File: src/design/psv_pkg.sv
// ----------------------------------------------------------------------------
// psv_pkg
// Shared types, constants and helper functions of the plucked string voice.
// ----------------------------------------------------------------------------
package psv_pkg;

    localparam int SAMPLE_W    = 16;
    localparam int ACC_W       = 54;
    localparam int RATE_W      = 18;
    localparam int VEL_W       = 17;
    localparam int MIX_W       = 17;
    localparam int SNAP_W      = 16;
    localparam int PER_IN_W    = 12;
    localparam int STEP_W      = 20;
    localparam int COEF_W      = 16;
    localparam int STRIDE_W    = 26;
    localparam int PHASE_W     = 27;
    localparam int ENV_W       = 17;
    localparam int LFSR_W      = 16;
    localparam int CFG_IDX_W   = 2;
    localparam int CFG_DATA_W  = 18;
    localparam int DIV_NUM_W   = 42;
    localparam int DIV_DEN_W   = 26;
    localparam int MAX_STR_LEN = 2048;

    // floor(n/5) = (n * 52429) >> 18 for any n below 2^16
    localparam logic [31:0] DIV5_RECIP = 32'd52429;
    localparam int          DIV5_SHIFT = 18;

    localparam logic [CFG_IDX_W-1:0] CFG_SAMPLE_RATE   = 2'd0;
    localparam logic [CFG_IDX_W-1:0] CFG_VELOCITY      = 2'd1;
    localparam logic [CFG_IDX_W-1:0] CFG_METALLIC_MIX  = 2'd2;
    localparam logic [CFG_IDX_W-1:0] CFG_SNAP_EXPONENT = 2'd3;

    localparam logic [ENV_W-1:0]    ONE_Q16    = 17'd65536;
    localparam logic [LFSR_W-1:0]   LFSR_SEED  = 16'hACE1;
    localparam logic [LFSR_W-1:0]   LFSR_TAPS  = 16'hB400;
    localparam logic [RATE_W-1:0]   RATE_MIN   = 18'd8000;
    localparam logic [RATE_W-1:0]   RATE_MAX   = 18'd192000;
    localparam logic [RATE_W-1:0]   RATE_RST   = 18'd48000;
    localparam logic [VEL_W-1:0]    VEL_RST    = 17'd65536;
    localparam logic [MIX_W-1:0]    MIX_RST    = 17'd10486;
    localparam logic [SNAP_W-1:0]   SNAP_RST   = 16'd18022;
    localparam logic [STEP_W-1:0]   STEP_RST   = 20'd112640;
    localparam logic [STRIDE_W-1:0] STRIDE_RST = 26'd12288000;

    localparam logic [ACC_W-1:0] SAT_POS = ACC_W'(2**(SAMPLE_W-1) - 1);
    localparam logic [ACC_W-1:0] SAT_NEG = ACC_W'(2**(SAMPLE_W-1));

    typedef struct packed {
        logic                pluck;
        logic [PER_IN_W-1:0] period;
        logic [STEP_W-1:0]   step;
        logic [COEF_W-1:0]   tension;
        logic [COEF_W-1:0]   damping;
    } t_cmd;

    typedef logic [29:0] t_exp_tab [0:16];

    function automatic logic [63:0] isqrt64(input logic [63:0] n_in);
        logic [63:0] n;
        logic [63:0] r;
        logic [63:0] b;
        n = n_in;
        r = '0;
        b = 64'd1 << 62;
        for (int k = 0; k < 32; k++) begin
            if (b > n) b = b >> 2;
        end
        for (int k = 0; k < 32; k++) begin
            if (b != 0) begin
                if (n >= r + b) begin
                    n = n - (r + b);
                    r = (r >> 1) + b;
                end else begin
                    r = r >> 1;
                end
                b = b >> 2;
            end
        end
        return r;
    endfunction

    // 2^-(2^-j) in Q0.30, by repeated square roots of one half
    function automatic t_exp_tab exp_tab_init();
        t_exp_tab    t;
        logic [63:0] v;
        v = 64'd1 << 29;
        t[0] = 30'(v);
        for (int j = 1; j <= 16; j++) begin
            v = isqrt64(v << 30);
            t[j] = 30'(v);
        end
        return t;
    endfunction

    localparam t_exp_tab EXP_TAB = exp_tab_init();

    // shift right with rounding half away from zero, then saturate
    function automatic logic signed [SAMPLE_W-1:0] rs_sat(
        input logic signed [ACC_W-1:0] v,
        input int                      s
    );
        logic [ACC_W-1:0] mag;
        logic [ACC_W:0]   rnd;
        logic [ACC_W-1:0] q;
        mag = v[ACC_W-1] ? ACC_W'(-v) : ACC_W'(v);
        rnd = {1'b0, mag} + ((ACC_W+1)'(1) << (s - 1));
        q   = ACC_W'(rnd >> s);
        if (!v[ACC_W-1]) begin
            return (q > SAT_POS) ? SAMPLE_W'(SAT_POS) : q[SAMPLE_W-1:0];
        end
        return (q > SAT_NEG) ? SAMPLE_W'(SAT_NEG) : SAMPLE_W'(-q[SAMPLE_W-1:0]);
    endfunction

endpackage

File: src/design/psv_front.sv
// ----------------------------------------------------------------------------
// psv_front
// Input side: trigger edge detection and a two-entry command queue.
// ----------------------------------------------------------------------------
module psv_front
    import psv_pkg::*;
(
    input  logic                i_clk,
    input  logic                i_rst_n,
    input  logic                i_push,
    input  logic                i_hold,
    input  logic                i_trigger_level,
    input  logic [PER_IN_W-1:0] i_note_period,
    input  logic [STEP_W-1:0]   i_note_step,
    input  logic [COEF_W-1:0]   i_tension_coef,
    input  logic [COEF_W-1:0]   i_damping_coef,
    input  logic                i_cmd_pop,
    output logic                o_full,
    output logic                o_cmd_valid,
    output t_cmd                o_cmd
);

    t_cmd       r_q [0:1];
    logic       r_wp;
    logic       r_rp;
    logic [1:0] r_cnt;
    logic       r_prev;
    logic       w_acc;
    logic       w_pop;

    assign o_full      = (r_cnt == 2'd2) || i_hold;
    assign o_cmd_valid = r_cnt != 2'd0;
    assign o_cmd       = r_q[r_rp];
    assign w_acc       = i_push && !o_full;
    assign w_pop       = i_cmd_pop && o_cmd_valid;

    always_ff @(posedge i_clk) begin
        if (!i_rst_n) begin
            r_wp   <= 1'b0;
            r_rp   <= 1'b0;
            r_cnt  <= '0;
            r_prev <= 1'b0;
        end else begin
            if (w_acc) begin
                r_q[r_wp] <= '{pluck:   i_trigger_level && !r_prev,
                               period:  i_note_period,
                               step:    i_note_step,
                               tension: i_tension_coef,
                               damping: i_damping_coef};
                r_wp   <= !r_wp;
                r_prev <= i_trigger_level;
            end
            if (w_pop) r_rp <= !r_rp;
            r_cnt <= r_cnt + {1'b0, w_acc} - {1'b0, w_pop};
        end
    end

endmodule

File: config.mk
export PLATFORM = sky130hd
export DESIGN_NAME = psv_front
export DESIGN_NICKNAME = d
export VERILOG_FILES = /design/src/design/psv_pkg.sv /design/src/design/psv_front.sv
export SDC_FILE = /design/constraint.sdc
export NUM_CORES = 1
export LEC_CHECK = 0
export BUFFER_PORTS_ARGS = -buffer_cell sky130_fd_sc_hd__buf_2
export CAP_MARGIN = 40
export CELL_PAD_IN_SITES_DETAIL_PLACEMENT = 1
export CELL_PAD_IN_SITES_GLOBAL_PLACEMENT = 2
export CORE_MARGIN = 2
export CORE_UTILIZATION = 35
export DETAILED_ROUTE_END_ITERATION = 12
export GPL_TIMING_DRIVEN = 0
export HOLD_SLACK_MARGIN = 0.06
export PLACE_DENSITY_LB_ADDON = 0.1
export REMOVE_ABC_BUFFERS = 1
export SYNTH_ARGS = -nofsm -noshare
export SYNTH_HDL_FRONTEND = slang
export SYNTH_SLANG_ARGS = --single-unit
File: constraint.sdc
create_clock -name i_clk -period 3.8 [get_ports i_clk]
set_input_delay 0.38 -clock i_clk [delete_from_list [all_inputs] [get_ports i_clk]]
set_output_delay 0.38 -clock i_clk [all_outputs]
set_load 0.005 [all_outputs]
==> impl_metrics.json, run 1 <==
{
  "slew_viol_final": 0,
  "fin_cells": 582,
  "synth_top_family_by_area": "multiplexers",
  "initial_core_util_pct": 35.7,
  "synth-compound-area-share_pct": 0.145,
  "fill_cells": 1400,
  "htreeDepth": 4,
  "clockBufferDepth": 2,
  "cp.arrival_ps": 2010,
  "clockRootBuffer": "clkbuf_16",
  "post_cts_buffers": 0,
  "crit_path_max_incr_delay_ps": 720,
  "finalPower_mw": 4.22,
  "clkSlewWorstSetupHoldPaths_ps": 60,
  "whs_path_depth": 1,
  "yosysSeqAreaShare_pct": 77.6,
  "globalplace.congestion": 0.631,
  "die_width_um": 126,
  "grt_max_degree": 42,
  "rrSetupSlack_ps": 1800,
  "holdBufCountCts": 0,
  "yosys.area_share.adder_pct": 0.482,
  "synth.area.mux_share_pct": 18.1,
  "antenna_found_initial": 1,
  "setup_viol": 0,
  "cp_slowest_cell": "dfxtp_4",
  "layout_commonest_cell": "buf_2",
  "finish.utilization_pct": 46.6,
  "cts_tree": "done",
  "hold_viol": 0,
  "syn_area_mm2": 0.00519,
  "cp_max_fo": 36,
  "avgSynthCellArea_um2": 22.3,
  "crit_buf_inv": 2,
  "drc": 0,
  "nets": 457,
  "leakage_nw": 2.60,
  "synth_seq_cells": 136,
  "dp_cells": 550,
  "grt_pass1_wl_mm": 15.1,
  "wire_per_inst_um": 16.6,
  "cp-end-kind": "output pin",
  "numCtsBuffers": 17,
  "ys_warn_count": 0,
  "path_class": "reg -> out",
  "vdd_ir_drop_max_mv": 0.247,
  "seq_area_mm2": 0.00403,
  "post_cts_resized": 0,
  "antenna_left": 0,
  "pre_cts_ws_ps": 1610,
  "first_global_vias": 2894,
  "final_cell_mix": "buf_2 (136), edfxtp_1 (130), mux2_4 (50), clkbuf_16 (17), mux2_2 (15)",
  "tightestPinTransition_ps": 793,
  "die_area_mm2": 0.0158,
  "drive_gt1_share_pct": 59.8,
  "hp-class": "in -> reg",
  "relSlewSlack_pct": 47.0,
  "multiInputGateArea_mm2": 0.00110,
  "skew_ps": 7.78,
  "fp.dieH_um": 126,
  "vias_per_cell": 4.50,
  "fmax_mhz": 418,
  "fin_ws_ps": 1410,
  "min_to": "r_q[0][13]",
  "critPathLaunchType": "register",
  "wl_mm": 9.65,
  "area_delta_synth_final_pct": 30.6,
  "core_area_mm2": 0.0145,
  "pwr_density_cell_mw_per_mm2": 623,
  "track_usage_pct": 12.8,
  "dp_hpwl_mm": 6.26,
  "clock_sinks": 136,
  "synth_cell_types": 18,
  "diodes": 0,
  "hold_path.startpoint": "i_damping_coef[13]",
  "clkLatencyLatePin_ps": 410,
  "final.period_utilization_pct": 63.0,
  "cp_data_required_time_ps": 3420,
  "rr_worst_depth": 4,
  "yosys.area_share.xor_xnor_pct": 0.506,
  "min_period_ps": 2390,
  "synth-simple-area-share_pct": 1.74,
  "critPathTopFamily": "flip-flops",
  "pin_count": 137,
  "reg2reg_from": "r_cnt[0]",
  "syn_inst": 233,
  "drt_iter0_drc": 85,
  "status": "finished, final reports clean",
  "overflow": 0,
  "cap_viol_max_count": 0,
  "crit_chain": "buf_16, mux2_2, buf_2",
  "worstReg2RegEnd": "r_q[0][3]",
  "dr.pass1.iters": 4,
  "vias": 2619,
  "io_buffers": 136,
  "rsz0062_at_grt": "false",
  "rows": 44
}
[power by group]
part | internal [mW] | total (mW) | switching (mW)
Sequential | 1.72 | 1.80 | 0.0764
Clock | 1.15 | 1.75 | 0.593
Combinational | 0.417 | 0.680 | 0.263
Total | 3.29 | 4.22 | 0.932
[synthesized netlist by cell type]
| library cell | n | area share, % |
|---|---|---|
| xnor2_1 | 3 | 0.51 |
| mux2_2 | 15 | 3.3 |
| buf_2 | 1 | 0.096 |
| mux2_4 | 50 | 14 |
| nor2_1 | 1 | 0.072 |
| or2_2 | 1 | 0.12 |
| nand2_1 | 4 | 0.29 |
| ha_1 | 2 | 0.48 |
| o21a_1 | 1 | 0.14 |
| nand2b_1 | 3 | 0.36 |
| and4_1 | 1 | 0.17 |
| mux2i_1 | 2 | 0.39 |
| and2_1 | 2 | 0.24 |
| edfxtp_1 | 130 | 75 |
| nor2b_1 | 4 | 0.48 |
| buf_6 | 6 | 1.3 |
| inv_1 | 1 | 0.072 |
| dfxtp_1 | 6 | 2.3 |
[worst max path at each step]
stage	depth (start not counted)	end	from	slack [ps]
floorplan	3	r_q[0][0]	i_push	-90
global placement	4	r_q[0][56]	i_hold	-2300
detailed placement	5	r_q[0][22]	i_hold	1610
CTS	3	o_cmd[5]	register	1350
global route	3	o_cmd[5]	register	1300
finish	3	o_cmd[5]	register	1410
[stage by stage]
stage	hold WS (ps)	cell area, um2	setup TNS [ps]
final	154	6780	0
after floorplan	438	5120	-5710
after detailed placement	464	6140	0
after global placement	449	6030	-187800
after global routing	136	6780	0
after CTS	133	6780	0
[flip-flops by register name, summed over array words and instances, names as in the netlist, named ones only]
name,cells
r_prev,1
r_cnt,2
r_q,130
r_wp,1
r_rp,1
[cell type report]
| cell class | count | area share (%) |
|---|---|---|
| clock buffer | 17 | 6.28 |
| clock inverter | 15 | 3.06 |
| inverter | 1 | 0.0554 |
| multi-input combinational | 89 | 16.2 |
| sequential | 136 | 59.4 |
| tap | 184 | 3.40 |
| timing repair buffer | 140 | 11.6 |
[kinds of logic (layout without fill, tap and decap cells)]
| logic type | count (synthesis) | in the layout |
|---|---|---|
| compound gates | 1 | 1 |
| xor+xnor | 3 | 3 |
| fa+ha+maj | 2 | 2 |
| buf+inv | 8 | 173 |
| flops | 136 | 136 |
| mux | 67 | 67 |
| simple gates | 16 | 16 |
[worst reg2reg max path: stages (launching register included)]
cell and delay [ps]:
dfxtp_1 360, nand2b_1 180, nand2_1 190, nor2_4 680
buf_12 280
[routing by layer]
metal | wire length [um] | share of wire, % | track usage, % | vias to the layer above
met5 | 15 | 0.16 | 0 | -
met3 | 596 | 6.2 | 4.84 | 17
li1 | - | - | - | 1223
met1 | 3950 | 41 | 14.7 | 1293
met2 | 4870 | 50 | 21.0 | 84
met4 | 213 | 2.2 | 6.40 | 2
Power figures use the tool's default switching activity.
==> run 2: changes to the inputs <==
==> constraint.sdc (replaced) <==
create_clock -name i_clk -period 2.1 [get_ports i_clk]
set_input_delay 0.21 -clock i_clk [delete_from_list [all_inputs] [get_ports i_clk]]
set_output_delay 0.21 -clock i_clk [all_outputs]
set_load 0.005 [all_outputs]
==> run 2 against run 1 <==
Compared with the run above: non-clock buffer count increased by 70; sequential share of layout area shrank 5.6 points; register-to-register slack got worse by 1600 ps; count of clock-buffer cells in the layout did not move; combinational power up 120%; flip-flop and latch count unchanged; hold slack lost 27 ps; clock power is 81% higher; sequential power rose by 76%; die area did not move; critical path depth up 5; core utilization is 4.9 points higher; critical path type is now reg -> reg; largest power group unchanged; highest routed layer is now met4.
==> impl_metrics.json, run 2 (synthesis gave the netlist of run 1 again) <==
{
  "rows": 44,
  "drc": 0,
  "vdd_ir_drop_max_mv": 0.448,
  "grt_pass1_wl_mm": 16.4,
  "cp_data_required_time_ps": 2400,
  "final.period_utilization_pct": 88.4,
  "relSlewSlack_pct": 55.1,
  "globalplace.congestion": 0.631,
  "numCtsBuffers": 17,
  "diodes": 0,
  "clockBufferDepth": 2,
  "leakage_nw": 2.91,
  "cp-end-kind": "register",
  "fin_ws_ps": 244,
  "cap_viol_max_count": 0,
  "rrSetupSlack_ps": 240,
  "reg2reg_from": "r_cnt[0]",
  "htreeDepth": 4,
  "top_register": "r_q",
  "drive_gt1_share_pct": 52.0,
  "clkLatencyLatePin_ps": 410,
  "io_buffers": 136,
  "core_area_mm2": 0.0145,
  "min_period_ps": 1860,
  "finish.utilization_pct": 51.5,
  "place_area_mm2": 0.00614,
  "critPathLaunchType": "register",
  "dr.pass1.iters": 4,
  "drt_iter0_drc": 109,
  "layout_commonest_cell": "buf_2",
  "fp.dieH_um": 126,
  "rr_worst_depth": 8,
  "pwr_density_cell_mw_per_mm2": 1050,
  "clock_sinks": 136,
  "hp-class": "in -> reg",
  "grt_max_degree": 42,
  "skew_ps": 6.69,
  "crit_end": "r_cnt[1]",
  "vias": 2889,
  "largest_reg_flops": 130,
  "dp_hpwl_mm": 6.26,
  "die_area_mm2": 0.0158,
  "first_global_vias": 3192,
  "finalInstanceArea_mm2": 0.00748,
  "area_delta_synth_final_pct": 44.2,
  "final_cell_mix": "buf_2 (136), edfxtp_1 (130), dlygate4sd3_1 (65), mux2_4 (50), clkbuf_16 (17)",
  "antenna_left": 0,
  "die_width_um": 126,
  "worstReg2RegEnd": "r_cnt[1]",
  "wire_per_inst_um": 16.1,
  "setup_viol": 0,
  "path_class": "reg -> reg",
  "status": "finished, final reports clean",
  "rsz0062_at_grt": "false",
  "pre_cts_ws_ps": 41.0,
  "vias_per_cell": 4.42,
  "hold_viol": 0,
  "post_cts_resized": 0,
  "cp_max_fo": 5,
  "antenna_found_initial": 0,
  "overflow": 0,
  "reg_top3": "r_q (130), r_cnt (2)",
  "nets": 528,
  "cts_tree": "done",
  "clockRootBuffer": "clkbuf_16",
  "track_usage_pct": 13.7,
  "cp.arrival_ps": 2160,
  "crit_start": "r_cnt[0]",
  "initial_core_util_pct": 35.7,
  "fmax_mhz": 539,
  "pin_count": 137,
  "tightestPinTransition_ps": 673,
  "clkSlewWorstSetupHoldPaths_ps": 50,
  "wl_mm": 10.5,
  "slew_viol_final": 0
}
[run 2: stage by stage]
step	cells	total power [mW]	setup TNS (ps)	hold WS (ps)
after floorplan	226	4.12	-195830	309
after global placement	546	4.66	-489920	398
after detailed placement	550	4.57	0	402
after CTS	648	7.90	0	104
after global routing	653	8.15	0	115
final	653	7.83	0	127
[run 2: how the worst min path moves through the flow]
| stage | end | cells after the start | startpoint |
|---|---|---|---|
| floorplan | r_q[0][0] | 0 | i_damping_coef[0] |
| global placement | r_q[1][3] | 1 | i_damping_coef[3] |
| detailed placement | r_q[1][8] | 1 | i_damping_coef[8] |
| CTS | register | 2 | i_rst_n |
| global route | register | 2 | i_rst_n |
| finish | register | 2 | i_rst_n |
[run 2: layer usage]
metal | routed length, um | up-vias | share of wire [%] | global-route usage [%]
met3 | 516 | 15 | 4.9 | 4.33
li1 | - | 1363 | - | -
met1 | 4440 | 1429 | 42 | 16.1
met4 | 206 | 0 | 2.0 | 6.40
met2 | 5350 | 82 | 51 | 22.9
met5 | 0 | - | 0 | 0
[run 2: area by class of cell]
| type | count | area [um2] |
|---|---|---|
| timing repair buffer | 210 | 1480 |
| inverter | 1 | 3.75 |
| multi-input combinational | 90 | 1100 |
| tap | 184 | 230 |
| clock buffer | 17 | 425 |
| sequential | 136 | 4030 |
| clock inverter | 15 | 208 |
| fill | 1378 | 7050 |
[run 2: critical path, cell delays in order, from the launching register on]
cell and delay [ps]:
dfxtp_1 360, nand2b_1 180, nand2_1 240, ha_1 370
inv_1 40, ha_1 180, xnor2_1 130, xnor2_1 120
and2_1 150
[run 2: power breakdown]
group | switching, mW | internal [mW]
registers | 0.0530 | 3.11
clock network | 1.08 | 2.09
logic | 0.613 | 0.885
[run 2: what timing repair did]
item / in CTS / in global routing
cloned: 0 / 1
setup endpoints to repair: 36 / 50
hold buffers: 65 / 0
pin swaps: 0 / 1
hold endpoints to repair: 129 / 0
buffers inserted: 1 / 4
==> run 3: changes to the inputs <==
==> constraint.sdc (replaced) <==
create_clock -name i_clk -period 1.51 [get_ports i_clk]
set_input_delay 0.151 -clock i_clk [delete_from_list [all_inputs] [get_ports i_clk]]
set_output_delay 0.151 -clock i_clk [all_outputs]
set_load 0.005 [all_outputs]
==> run 3 against run 2 <==
Compared with the run above: the flow now finishes with violations (setup timing); flip-flop and latch count stayed put; cell count up 3.2%; hold slack worse by 51 ps; die area did not move; via count rose by 4.6%; non-clock buffer count rose by 20; critical path type is now reg -> out; core utilization increased by 5.3 points; global-route usage is 1.8 points higher; combinational power rose by 110%; clock skew up 1.0 ps; count of clock-buffer cells in the layout unchanged.
==> impl_metrics.json, run 3 (synthesis gave the netlist of run 1 again) <==
{
  "fin_ws_ps": -174,
  "rsz0062_at_grt": "true",
  "drt_iter0_drc": 107,
  "first_global_vias": 3337,
  "pin_count": 137,
  "wl_met2_mm": 6.23,
  "highest_layer": "met4",
  "vdd_ir_drop_max_mv": 0.640,
  "core_area_mm2": 0.0145,
  "overflow": 0,
  "pwr_density_cell_mw_per_mm2": 1450,
  "top_register": "r_q",
  "critPathLaunchType": "register",
  "final.period_utilization_pct": 112,
  "pwr-share-clk_pct": 36.8,
  "setup_viol": 66,
  "min_period_ps": 1680,
  "fmax_mhz": 594,
  "hp-class": "in -> reg",
  "vias_per_cell": 4.48,
  "tightestPinTransition_ps": 536,
  "p_int_mw": 9.28,
  "cp_data_required_time_ps": 1360,
  "dr.pass1.iters": 4,
  "area_delta_synth_final_pct": 59.1,
  "cap_viol_max_count": 0,
  "pre_cts_ws_ps": -549,
  "vias": 3021,
  "globalplace.congestion": 0.631,
  "antenna_left": 0,
  "htreeDepth": 4,
  "die_width_um": 126,
  "grt_pass1_wl_mm": 18.1,
  "dr_wl_met3_um": 548,
  "numCtsBuffers": 17,
  "nets": 549,
  "p_sw_mw": 2.73,
  "cp_max_fo": 8,
  "diodes": 0,
  "wl_mm": 11.9,
  "clockRootBuffer": "clkbuf_16",
  "skew_ps": 7.69,
  "reg_top3": "r_q (130), r_cnt (2)",
  "finalPower_mw": 12.0,
  "initial_core_util_pct": 35.7,
  "dp_hpwl_mm": 6.26,
  "track_usage_pct": 15.5,
  "violations": "setup timing",
  "die_area_mm2": 0.0158,
  "combPwrFrac_pct": 26.4,
  "clock_sinks": 136,
  "path_class": "reg -> out",
  "layout_commonest_cell": "edfxtp_1",
  "fp.dieH_um": 126,
  "wire_per_inst_um": 17.7,
  "leakage_nw": 3.20,
  "drive_gt1_share_pct": 55.5,
  "cp.arrival_ps": 1530,
  "clockBufferDepth": 2,
  "clkLatencyLatePin_ps": 420,
  "largest_reg_flops": 130,
  "cts_tree": "done",
  "clkSlewWorstSetupHoldPaths_ps": 50,
  "io_buffers": 136,
  "drc": 0,
  "fill_cells": 1321,
  "antenna_found_initial": 0,
  "final_cell_mix": "edfxtp_1 (130), buf_2 (87), dlygate4sd3_1 (66), mux2_4 (55), buf_6 (53)",
  "status": "finished with violations",
  "grt_max_degree": 42,
  "routedLengthMet1_mm": 4.92,
  "rows": 44,
  "slew_viol_final": 0,
  "relSlewSlack_pct": 64.2,
  "finish.utilization_pct": 56.8,
  "switching_share_pct": 22.7,
  "hold_viol": 0,
  "seq_power_share_pct": 36.9,
  "cp-end-kind": "output pin"
}
-- run 3: cell count changes in the layout (fill, tap and decap cells not counted), moves of 3 or more --
cell       previous run  this run
buf_6                 0        53
buf_2               136        87
buf_16                3         8
mux2_2               15        10
mux2_4               50        55
buf_12                2         6
buf_4                 4         7
clkbuf_16            17        20
-- run 3: power groups by stage --
| stage | registers [mW] | clock network (mW) | logic (mW) |
|---|---|---|---|
| final | 4.43 | 4.41 | 3.17 |
| after global routing | 4.44 | 4.67 | 3.36 |
| after global placement | 4.71 | 0 | 1.43 |
| after detailed placement | 4.61 | 0 | 1.75 |
| after floorplan | 4.67 | 0 | 1.06 |
| after CTS | 4.42 | 4.51 | 2.88 |
-- run 3: path summary, 6_finish.rpt --
kind / start / endpoint / slack, ps / depth (start not counted)
hold / removal: i_rst_n / r_prev / 80 / 3
setup reg to reg: r_cnt[0] / r_cnt[1] / -20 / 8
hold reg to reg: r_prev / r_prev / 470 / 2
setup / recovery: register / o_cmd[34] / -170 / 4
-- run 3: final cells by class --
cell class	count	area (um2)	share of cell area, %
sequential	136	4030	48.8
timing repair buffer	230	2160	26.2
multi-input combinational	91	1190	14.5
clock buffer	17	425	5.15
tap	184	230	2.79
clock inverter	15	208	2.52
inverter	1	3.75	0.0455
-- run 3: stage by stage --
step           TNS (ps)  instances  hold WS [ps]  area [um2]
6_report          -9420        674          75.7        8260
5_1_grt          -12890        674          87.2        8260
4_1_cts          -10680        669          62.6        7980
3_5_place_dp     -47700        550           343        6140
3_3_place_gp    -601360        546           339        6030
2_1_floorplan   -307110        226           250        5120
-- run 3: routing by layer --
layer	up-vias	GRT usage (%)
met2	89	26.8
met5	-	0
li1	1415	-
met1	1501	18.2
met4	0	6.40
met3	16	4.21
-- run 3: worst max-delay path, stage by stage (launching register included) --
cell	delay, ps
dfxtp_4	400
buf_6	140
buf_12	150
mux2_4	310
buf_6	120
-- run 3: timing repair --
item	4_1_cts	5_1_grt
hold buffers	66	0
buffers inserted	14	1
pin swaps	7	3
endpoints found under the hold margin	130	0
setup endpoints to repair	173	121
gates resized for setup	50	32
cloned	7	4
